### config.mk
export PLATFORM = sky130hd
export DESIGN_NAME = spi_slave_command_framer_top
export DESIGN_NICKNAME = d
export VERILOG_FILES = /design/src/sscf_pkg.sv /design/src/sscf_decode.sv /design/src/sscf_telem.sv /design/src/spi_slave_command_framer_top.sv
export SDC_FILE = /design/constraint.sdc
export NUM_CORES = 1
export LEC_CHECK = 0
export ABC_AREA = 1
export BUFFER_PORTS_ARGS = -buffer_cell sky130_fd_sc_hd__buf_4
export CAP_MARGIN = 20
export CORE_ASPECT_RATIO = 1.1
export CORE_UTILIZATION = 56
export CTS_CLUSTER_SIZE = 10
export DETAILED_ROUTE_END_ITERATION = 10
export PLACE_DENSITY = 0.74
export SYNTH_ARGS = -nofsm -noshare
export SYNTH_HDL_FRONTEND = slang
export SYNTH_SLANG_ARGS = --single-unit
### constraint.sdc
create_clock -name clk -period 5.6 [get_ports clk]
set_input_delay 0.28 -clock clk [delete_from_list [all_inputs] [get_ports clk]]
set_output_delay 0.28 -clock clk [all_outputs]
set_load 0.01 [all_outputs]
### src/sscf_pkg.sv
package sscf_pkg;

  localparam int SENSOR_COUNT = 8;
  localparam int FRAME_LEN    = 2 * SENSOR_COUNT + 2;
  localparam int POS_W        = $clog2(FRAME_LEN + 1);
  localparam int SEL_W        = (SENSOR_COUNT > 1) ? $clog2(SENSOR_COUNT) : 1;

  localparam logic [7:0] HDR_MODE   = 8'h01;
  localparam logic [7:0] HDR_FREQ   = 8'h02;
  localparam logic [7:0] FRAME_HEAD = 8'h10;
  localparam logic [7:0] FRAME_TAIL = 8'hAA;

  localparam logic [2:0] LEN_MODE  = 3'd2;
  localparam logic [2:0] LEN_FREQ  = 3'd5;
  localparam logic [2:0] LEN_OTHER = 3'd1;

  localparam logic [31:0] FREQ_MIN_RST = 32'h3F80_0000;
  localparam logic [31:0] FREQ_MAX_RST = 32'h4282_0000;

  typedef enum logic [0:0] {
    REG_FREQ_MIN = 1'b0,
    REG_FREQ_MAX = 1'b1
  } cfg_reg_t;

  typedef enum logic [0:0] {
    OP_EXCHANGE = 1'b0,
    OP_SENSOR   = 1'b1
  } opcode_t;

  typedef enum logic [2:0] {
    EV_NONE         = 3'd0,
    EV_MODE_SET     = 3'd1,
    EV_MODE_INVALID = 3'd2,
    EV_FREQ_SET     = 3'd3,
    EV_FREQ_IGNORED = 3'd4,
    EV_UNKNOWN_HDR  = 3'd5
  } event_t;

  // decode result handed to the telemetry side and the output register
  typedef struct packed {
    logic        arm;
    logic        mode_on;
    logic [31:0] freq_bits;
    logic        freq_changed;
    event_t      event_code;
  } dec_res_t;

endpackage

### src/sscf_decode.sv
module sscf_decode (
  input  logic                 clk,
  input  logic                 rst_n,
  input  logic                 cfg_we,
  input  logic [0:0]           cfg_index,
  input  logic [31:0]          cfg_wdata,
  input  logic                 xchg_fire,
  input  logic [7:0]           rx_byte,
  output sscf_pkg::dec_res_t   res
);

  logic [2:0]  byte_count_r, byte_count_nxt;
  logic [2:0]  expected_len_r, expected_len_nxt;
  logic [7:0]  pkt_r [4];
  logic        mode_r, mode_nxt;
  logic [31:0] freq_r, freq_nxt;
  logic [31:0] fmin_r, fmax_r;

  logic [2:0]  cnt_inc;
  logic [2:0]  exp_len;
  logic [7:0]  hdr;
  logic [31:0] bits;
  logic        done;

  always_comb begin
    cnt_inc          = byte_count_r + 3'd1;
    hdr              = (byte_count_r == 3'd0) ? rx_byte : pkt_r[0];
    bits             = {rx_byte, pkt_r[3], pkt_r[2], pkt_r[1]};
    if (byte_count_r == 3'd0) begin
      if (rx_byte == sscf_pkg::HDR_MODE)      exp_len = sscf_pkg::LEN_MODE;
      else if (rx_byte == sscf_pkg::HDR_FREQ) exp_len = sscf_pkg::LEN_FREQ;
      else                                    exp_len = sscf_pkg::LEN_OTHER;
    end else begin
      exp_len = expected_len_r;
    end
    done             = (cnt_inc >= exp_len);

    byte_count_nxt   = byte_count_r;
    expected_len_nxt = expected_len_r;
    mode_nxt         = mode_r;
    freq_nxt         = freq_r;
    res.arm          = 1'b0;
    res.freq_changed = 1'b0;
    res.event_code   = sscf_pkg::EV_NONE;

    if (xchg_fire) begin
      byte_count_nxt   = cnt_inc;
      expected_len_nxt = exp_len;
      if (done) begin
        byte_count_nxt   = 3'd0;
        expected_len_nxt = 3'd0;
        if (hdr == sscf_pkg::HDR_MODE && exp_len == sscf_pkg::LEN_MODE) begin
          res.arm = 1'b1;
          if (rx_byte <= 8'd1) begin
            mode_nxt       = rx_byte[0];
            res.event_code = sscf_pkg::EV_MODE_SET;
          end else begin
            res.event_code = sscf_pkg::EV_MODE_INVALID;
          end
        end else if (hdr == sscf_pkg::HDR_FREQ && exp_len == sscf_pkg::LEN_FREQ) begin
          res.arm = 1'b1;
          // unsigned compare of IEEE bits orders positive floats correctly
          if (bits >= fmin_r && bits < fmax_r) begin
            freq_nxt         = bits;
            res.freq_changed = 1'b1;
            res.event_code   = sscf_pkg::EV_FREQ_SET;
          end else begin
            res.event_code = sscf_pkg::EV_FREQ_IGNORED;
          end
        end else begin
          res.event_code = sscf_pkg::EV_UNKNOWN_HDR;
        end
      end
    end

    res.mode_on   = mode_nxt;
    res.freq_bits = freq_nxt;
  end

  always_ff @(posedge clk) begin
    if (!rst_n) begin
      byte_count_r   <= '0;
      expected_len_r <= '0;
      mode_r         <= 1'b0;
      freq_r         <= '0;
      fmin_r         <= sscf_pkg::FREQ_MIN_RST;
      fmax_r         <= sscf_pkg::FREQ_MAX_RST;
    end else begin
      byte_count_r   <= byte_count_nxt;
      expected_len_r <= expected_len_nxt;
      mode_r         <= mode_nxt;
      freq_r         <= freq_nxt;
      if (cfg_we && cfg_index == sscf_pkg::REG_FREQ_MIN) fmin_r <= cfg_wdata;
      if (cfg_we && cfg_index == sscf_pkg::REG_FREQ_MAX) fmax_r <= cfg_wdata;
    end
  end

  // the last payload byte is used straight from rx_byte, so four slots suffice
  always_ff @(posedge clk) begin
    if (xchg_fire && byte_count_r < 3'd4) begin
      pkt_r[byte_count_r[1:0]] <= rx_byte;
    end
  end

endmodule

### src/sscf_telem.sv
module sscf_telem (
  input  logic                clk,
  input  logic                rst_n,
  input  logic                xchg_fire,
  input  logic                upd_fire,
  input  logic [2:0]          sensor_index,
  input  logic [11:0]         sensor_value,
  input  logic                arm,
  output logic [7:0]          tx_byte
);

  localparam int PW = sscf_pkg::POS_W;
  localparam int SW = sscf_pkg::SEL_W;

  logic [11:0]   sensor_r [sscf_pkg::SENSOR_COUNT];
  logic [11:0]   snap_r   [sscf_pkg::SENSOR_COUNT];
  logic [PW-1:0] pos_r, pos_nxt;
  logic          armed_r, armed_nxt;

  logic [PW-1:0] k;
  logic [11:0]   sel_val;
  logic          sending;

  always_comb begin
    k       = pos_r - PW'(1);
    sel_val = snap_r[k[SW:1]];
    sending = armed_r && (pos_r < PW'(sscf_pkg::FRAME_LEN));
    tx_byte = 8'h00;
    if (xchg_fire && sending) begin
      if (pos_r == '0)                                  tx_byte = sscf_pkg::FRAME_HEAD;
      else if (pos_r == PW'(sscf_pkg::FRAME_LEN - 1))   tx_byte = sscf_pkg::FRAME_TAIL;
      else if (!k[0])                                   tx_byte = {4'h0, sel_val[11:8]};
      else                                              tx_byte = sel_val[7:0];
    end

    pos_nxt   = pos_r;
    armed_nxt = armed_r;
    if (xchg_fire && sending) pos_nxt = pos_r + PW'(1);
    // a new arm restarts the frame after this item's byte went out
    if (xchg_fire && arm) begin
      pos_nxt   = '0;
      armed_nxt = 1'b1;
    end
  end

  always_ff @(posedge clk) begin
    if (!rst_n) begin
      pos_r   <= '0;
      armed_r <= 1'b0;
      for (int i = 0; i < sscf_pkg::SENSOR_COUNT; i++) sensor_r[i] <= '0;
    end else begin
      pos_r   <= pos_nxt;
      armed_r <= armed_nxt;
      if (upd_fire && 32'(sensor_index) < 32'(sscf_pkg::SENSOR_COUNT)) begin
        sensor_r[SW'(sensor_index)] <= sensor_value;
      end
    end
  end

  always_ff @(posedge clk) begin
    if (xchg_fire && arm) begin
      for (int i = 0; i < sscf_pkg::SENSOR_COUNT; i++) snap_r[i] <= sensor_r[i];
    end
  end

endmodule

### src/spi_slave_command_framer_top.sv
// channel | direction | handshake          | payload
// in_     | input     | in_valid/in_ready   | opcode, rx_byte, sensor_index, sensor_value
// out_    | output    | out_valid/out_ready | tx_byte, mode_on, freq_bits, freq_changed,
//         |           |                     | event_code
// cfg_    | input     | cfg_we              | cfg_index, cfg_wdata
//
// One item per cycle while the output is not stalled: decode and frame lookup are done
// in the accept cycle and land in the output register, so a result shows in the cycle after its item.
// in_ready stays high while the output register is empty or being drained.
// Reset (rst_n low, synchronous) clears packet state, sensors, mode, frequency
// and restores the frequency limits to 1.0 and 65.0.
module spi_slave_command_framer_top (
  input  logic        clk,
  input  logic        rst_n,
  input  logic        cfg_we,
  input  logic [0:0]  cfg_index,
  input  logic [31:0] cfg_wdata,
  input  logic        in_valid,
  output logic        in_ready,
  input  logic [0:0]  in_opcode,
  input  logic [7:0]  in_rx_byte,
  input  logic [2:0]  in_sensor_index,
  input  logic [11:0] in_sensor_value,
  output logic        out_valid,
  input  logic        out_ready,
  output logic [7:0]  out_tx_byte,
  output logic        out_mode_on,
  output logic [31:0] out_freq_bits,
  output logic        out_freq_changed,
  output logic [2:0]  out_event_code
);

  logic               fire, xchg_fire, upd_fire;
  sscf_pkg::dec_res_t dec;
  logic [7:0]         tx;
  logic               out_valid_r;
  logic [7:0]         tx_r;
  logic               mode_r;
  logic [31:0]        freq_r;
  logic               changed_r;
  logic [2:0]         event_r;

  assign in_ready  = !out_valid_r || out_ready;
  assign fire      = in_valid && in_ready;
  assign xchg_fire = fire && (in_opcode == sscf_pkg::OP_EXCHANGE);
  assign upd_fire  = fire && (in_opcode == sscf_pkg::OP_SENSOR);

  sscf_decode u_decode (
    .clk       (clk),
    .rst_n     (rst_n),
    .cfg_we    (cfg_we),
    .cfg_index (cfg_index),
    .cfg_wdata (cfg_wdata),
    .xchg_fire (xchg_fire),
    .rx_byte   (in_rx_byte),
    .res       (dec)
  );

  sscf_telem u_telem (
    .clk          (clk),
    .rst_n        (rst_n),
    .xchg_fire    (xchg_fire),
    .upd_fire     (upd_fire),
    .sensor_index (in_sensor_index),
    .sensor_value (in_sensor_value),
    .arm          (dec.arm),
    .tx_byte      (tx)
  );

  always_ff @(posedge clk) begin
    if (!rst_n) begin
      out_valid_r <= 1'b0;
    end else if (fire) begin
      out_valid_r <= 1'b1;
    end else if (out_ready) begin
      out_valid_r <= 1'b0;
    end
  end

  always_ff @(posedge clk) begin
    if (fire) begin
      tx_r      <= tx;
      mode_r    <= dec.mode_on;
      freq_r    <= dec.freq_bits;
      changed_r <= dec.freq_changed;
      event_r   <= dec.event_code;
    end
  end

  assign out_valid        = out_valid_r;
  assign out_tx_byte      = tx_r;
  assign out_mode_on      = mode_r;
  assign out_freq_bits    = freq_r;
  assign out_freq_changed = changed_r;
  assign out_event_code   = event_r;

endmodule

==> Word-level counts from Yosys, hierarchy flattened <==
Memories as Yosys holds them, arrays and structs flattened.
Index checks and enable logic that the tools add are counted.
{ "totals": {"mem_bits_rw": 224, "output_inout_bits": 47, "wordCells": 108, "register_bits": 155, "mem_count": 3} }
{ "op_classes": {"bitwise_logic": 8, "muxes": 40, "add_sub_neg": 3, "n_reduce_logical": 24, "magnitude_cmp": 6, "n_eq_ne": 7} }
{ "mem_list": {"columns": ["name", "words", "word_bits", "read_ports", "rd_ports_with_merged_regs", "write_ports", "line_no", "text"], "rows": [
  ["u_telem.sensor_r", 8, 12, 8, 0, 8, "sscf_telem.sv:15", "logic [11:0] sensor_r [sscf_pkg::SENSOR_COUNT];"],
  ["u_telem.snap_r", 8, 12, 1, 0, 8, "sscf_telem.sv:16", "logic [11:0] snap_r [sscf_pkg::SENSOR_COUNT];"],
  ["u_decode.pkt_r", 4, 8, 4, 0, 1, "sscf_decode.sv:14", "logic [7:0] pkt_r [4];"]
]} }
{ "ops": {"columns": ["cell", "count"], "rows": [
  ["$mux W32", 5],
  ["$ge A32 B32 Y1", 1],
  ["$lt A32 B32 Y1", 1],
  ["$mux W3", 9],
  ["$mux W8", 3],
  ["$mux W1", 20],
  ["$eq A8 B1 Y1 const B", 2],
  ["$eq A8 B2 Y1 const B", 2],
  ["$logic_and A1 B1 Y1", 12],
  ["$mux W12", 1],
  ["$reduce_or A12 Y1", 1],
  ["$le A8 B1 Y1 const B", 1],
  ["$not A1 Y1", 8],
  ["$reduce_or A4 Y1", 2],
  ["$add A5 B1 Y5 const B", 1],
  ["$eq A5 B5 Y1 const B", 1],
  ["$logic_not A5 Y1", 1],
  ["$lt A5 B5 Y1 const B", 1],
  ["$mux W5", 1],
  ["$reduce_or A2 Y1", 2],
  ["$sub A4 B1 Y4 const B", 1],
  ["$add A3 B1 Y3 const B", 1],
  ["$eq A3 B2 Y1 const B", 1],
  ["$eq A3 B3 Y1 const B", 1],
  ["other kinds (9)", 9]
]} }

==> Longest topological paths before layout <==
{ "logic_depth": {"ltp_word": 13, "depth_mapped": 19, "mapped_depth_nobuf": 18} }

==> Cells and area by module <==
From an unflattened synthesis, not the netlist that was laid out.
{ "unflattened": {"hier_cells": 1624, "area_unflattened_um2": 16417.0} }
{ "by_module_without_submodules": {"columns": ["module", "cells_each", "instances", "seq_area_each_um2", "area_each_um2"], "rows": [
  ["sscf_telem", 645, 1, 5885.6, 7882.6],
  ["sscf_decode", 923, 1, 3022.9, 7119.3],
  ["spi_slave_command_framer_top", 56, 1, 1371.3, 1415.1]
]} }

==> Worst setup path before layout <==
Ideal clock, no wire load.
{ "synth_path": {"kind": "register to register", "from": "reg u_decode.byte_count_r[0]", "to": "mem u_telem.snap_r[0][0], enable pin", "slack_ps": 1153, "t_required_ps": 5150, "n_path_buf": 0, "arrival_time_ps": 3997, "setup_time_ps": 450, "stages_incl_launch_ff": 15, "cell_sequence": "dfxtp_1 > inv_1 > ha_1 > clkinv_1 > nor2_4 > nand4_1 > nand2_4 > inv_1 > ha_1 > nand2_1 > o211ai_1 > nand2_1 > clkinv_1 > nand2_1 > inv_1"} }
{ "synth_lines": {"columns": ["item", "line_no", "text"], "rows": [
  ["start, declared", "sscf_decode.sv:12", "logic [2:0] byte_count_r, byte_count_nxt;"],
  ["start signal, assigned", "sscf_decode.sv:89", "byte_count_r <= byte_count_nxt;"],
  ["end, declared", "sscf_telem.sv:16", null]
]} }

==> summary.md <==
| Metric | Value |
|---|---|
| Outcome | finished, final reports clean |
| Worst EP arrival | 4980 ps |
| Row count | 65 |
| Root buffer cell | clkbuf_16 |
| Seq. cell area | 10,300 um2 |
| Post-synth ARST share | 0% |
| Die area | 29,700 um2 |
| RSZ-0062 raised after global routing | false |
| 1st-pass router iterations | 7 |
| Peak supply drop | 218 uV |
| Netlist Area Pre-Place | 16,200 um2 |
| Min-Delay Endpoint | u_decode.pkt_r[3][7] |
| Share of cells above drive strength 1 | 13.6% |
| Largest family of logic cells by synthesized area | simple AND/OR/NAND/NOR gates |
| Post-Synth Simple-Gate Area | 15.8% |
| Startpoint types | register |
| WS Path Type | register to register |
| Initial antenna violation count | 0 |
| Fin Clk Skew | 13.2 ps |
| Clock Tree Buf Depth | 3 |
| Slew @ Worst Pin | 1010 ps |
| Post-Synth XOR/XNOR Area | 0.316% |
| Setup violators final | 0 |
| Worst-skew pair later-pin latency | 540 ps |
| Required @ worst endpoint | 5840 ps |
| Number of buffers created by CTS | 44 |
| Gpl congestion | 0.903 |
| DRC violations left | 0 |
| Max frequency | 0.211 GHz |
| Post-cts sizing count | 0 |
| Syn_nets | 1,706 |
| Routed WL | 35,300 um |
| Compound-Gate Fraction of Synth Area | 7.33% |
| Critical Path Sink Type | register |
| Hold crit path type | input pin to register |
| Most frequent cells in the layout | edfxtp_1, nor2_1, nand2_1 |
| Commonest non-fill, non-tap cell in the layout | edfxtp_1 |
| Max cap viols | 0 |
| Yosys warnings | 0 |
| Adder-cell share of the synthesized area | 5.62% |
| Vias in the first global route | 10,960 |
| Nets | 1,823 |
| Grt ovf | 0 |
| TNS Setup | 0 ps |
| FF+latch count, synth | 379 |
| Fin. max-slew vios | 0 |
| Starting density of the core | 56.7% |
| Reg2Reg Capture Point | u_telem.snap_r[7][11] |
| Core area | 28,600 um2 |
| Seq/Total Area, Yosys | 63.3% |
| First-pass GRT wire length | 55,800 um |
| Mux share of post-synthesis cell area | 0.277% |
| Final HPWL DP | 23,500 um |
| Die X | 164 um |
| Critical R2R Launch | u_decode.byte_count_r[0] |
| Via count of the routed design | 11,172 |
| Largest net degree at the start of global routing | 76 |
| Synth Flop Type | edfxtp_1 |
| Post-layout min period | 4730 ps |
| ANT cells | 0 |
| CTS tree | done |
| Hold_sp | in_rx_byte[7] |
| Worst hold slack | 22.4 ps |
| Pwr dens | 319 nW/um2 |
| Avg WL per Cell | 16.9 um |
| Multi-input gate area | 4780 um2 |
| Clock Sinks | 379 |
| Die span in y | 181 um |
| Fillers | 2,157 |
| Port Buffer Count | 108 |
| Htree depth | 2 |
| Worst reg-to-reg path cell count | 15 |
| Static Leak | 8.00 nW |
| Setup slack, reg-to-reg | 870 ps |
| Post-DR vias/cell | 5.34 |
| Post-route ant nets | 0 |
| Clock-pin slew on the worst setup and hold paths | 60 ps |
| Syn avg cell area | 10.3 um2 |
| Synth unique cells | 47 |
| Max_slew headroom | 32.2% |
| Starting DRT DRC Count | 806 |
| Area grow syn2layout | 15.0% |
| Worst hold stages | 1 |
| CP Max Fanout | 36 |
| Tcrit/Tclk final | 84.5% |
| I/O pin cnt | 109 |
| Aggregate global-route resource usage | 24.3% |
| Syn Inst Count | 1,571 |
| Post-synth EDFFs | 269 |
| Final Hold Vio Count | 0 |
[Yosys cell counts, types with 2 or more instances]
cell / n / area share (%)
o211ai_1: 12 / 0.55
nand2_1: 228 / 5.3
nand2_4: 3 / 0.21
o311ai_0: 5 / 0.27
clkbuf_1: 41 / 0.95
or2_1: 3 / 0.12
inv_1: 217 / 5.0
buf_6: 6 / 0.42
dfxtp_1: 110 / 14
nor3_1: 6 / 0.18
a21o_1: 2 / 0.092
clkbuf_8: 3 / 0.25
buf_4: 3 / 0.14
o21ai_1: 5 / 0.15
o21bai_1: 2 / 0.092
nor2_4: 2 / 0.14
edfxtp_1: 269 / 50
ha_1: 73 / 5.6
nor2_1: 250 / 5.8
clkinv_1: 4 / 0.092
nor2_2: 2 / 0.077
o21a_1: 2 / 0.092
nand2_2: 34 / 1.3
nand4_1: 40 / 1.5
inv_2: 6 / 0.14
o21ai_0: 78 / 2.4
a21oi_1: 107 / 3.3
buf_2: 5 / 0.15
clkbuf_4: 2 / 0.092
xor2_1: 3 / 0.16
nand3_1: 28 / 0.86
o21ai_2: 2 / 0.11
mux2_2: 4 / 0.28
[power breakdown]
part           total, W  switching, W  leakage [nW]  internal [W]
Sequential      0.00308     0.0000197          3.55       0.00307
Combinational  0.000322      0.000207          3.83      0.000115
Clock           0.00255       0.00107         0.612       0.00148
[cells by family after synthesis]
family,Yosys count
flip-flops,379
adder cells (fa/ha/maj),73
AO/OA/AOI/OAI,220
AND/OR/NAND/NOR,601
multiplexers,4
buffers and inverters,289
XOR/XNOR,5
[how the worst max path moves through the flow]
stage	start	end	cells past startpoint
finish	u_decode.byte_count_r[0]	u_telem.snap_r[7][11]	15
global route	u_decode.byte_count_r[0]	u_telem.snap_r[4][1]	15
CTS	u_decode.byte_count_r[0]	u_telem.snap_r[6][11]	15
detailed placement	u_decode.byte_count_r[0]	u_telem.snap_r[2][1]	15
global placement	u_decode.byte_count_r[0]	u_telem.snap_r[2][1]	15
floorplan	u_decode.byte_count_r[0]	u_telem.snap_r[0][0]	14
[stage by stage]
stage / area, um2 / utilization [%] / setup WS (ps) / cells / total power, W
3_5_place_dp: 17300 / 60.4 / 901 / 1998 / 0.00346
3_3_place_gp: 17300 / 60.4 / 1060 / 1998 / 0.00344
6_report: 18700 / 65.3 / 867 / 2092 / 0.00596
4_1_cts: 18700 / 65.3 / 868 / 2092 / 0.00598
2_1_floorplan: 16200 / - / 1150 / 1571 / 0.00333
5_1_grt: 18700 / 65.3 / 468 / 2092 / 0.00615
[area by class of cell]
type | count | area share, %
flip-flops and latches | 379 | 55.0
multi-input cells | 903 | 25.6
clock buffers | 76 | 6.54
repair buffers | 132 | 5.46
inverters | 228 | 4.60
well taps | 368 | 2.46
clock inverters | 6 | 0.342
[critical path, cell delays in order (launching register included)]
cell and delay (ps):
dfxtp_1 360, inv_1 110, ha_1 160, clkinv_1 90
nor2_4 220, nand4_1 190, nand2_4 130, inv_1 60
ha_1 330, a21oi_1 150, o211ai_1 110, nand2_1 200
clkinv_1 830, nand2_1 430, clkinv_2 550, buf_4 480
[sequential cells by signal, indices dropped and copies added, names as in the netlist, 3 cells and up]
name and count:
u_telem.pos_r 5, out_event_code 3, u_telem.snap_r 96, u_decode.expected_len_r 3, u_decode.fmin_r 32, u_decode.fmax_r 32, u_telem.sensor_r 96, u_decode.pkt_r 32
u_decode.freq_r 32, out_freq_bits 32, u_decode.byte_count_r 3, out_tx_byte 8
[metal layers]
metal	up-vias	GRT usage [%]	part of all wire (%)
li1	5433	-	-
met1	5257	30.2	40
met2	380	41.7	50
met3	102	3.84	6.0
met4	0	10.9	4.2
met5	-	0	0
[what timing repair did]
item                      in CTS  in global routing
setup buffers                  0                  0
hold buffers                  12                  0
hold endpoints to repair      19                  0
(Power assumes the default switching activity.)
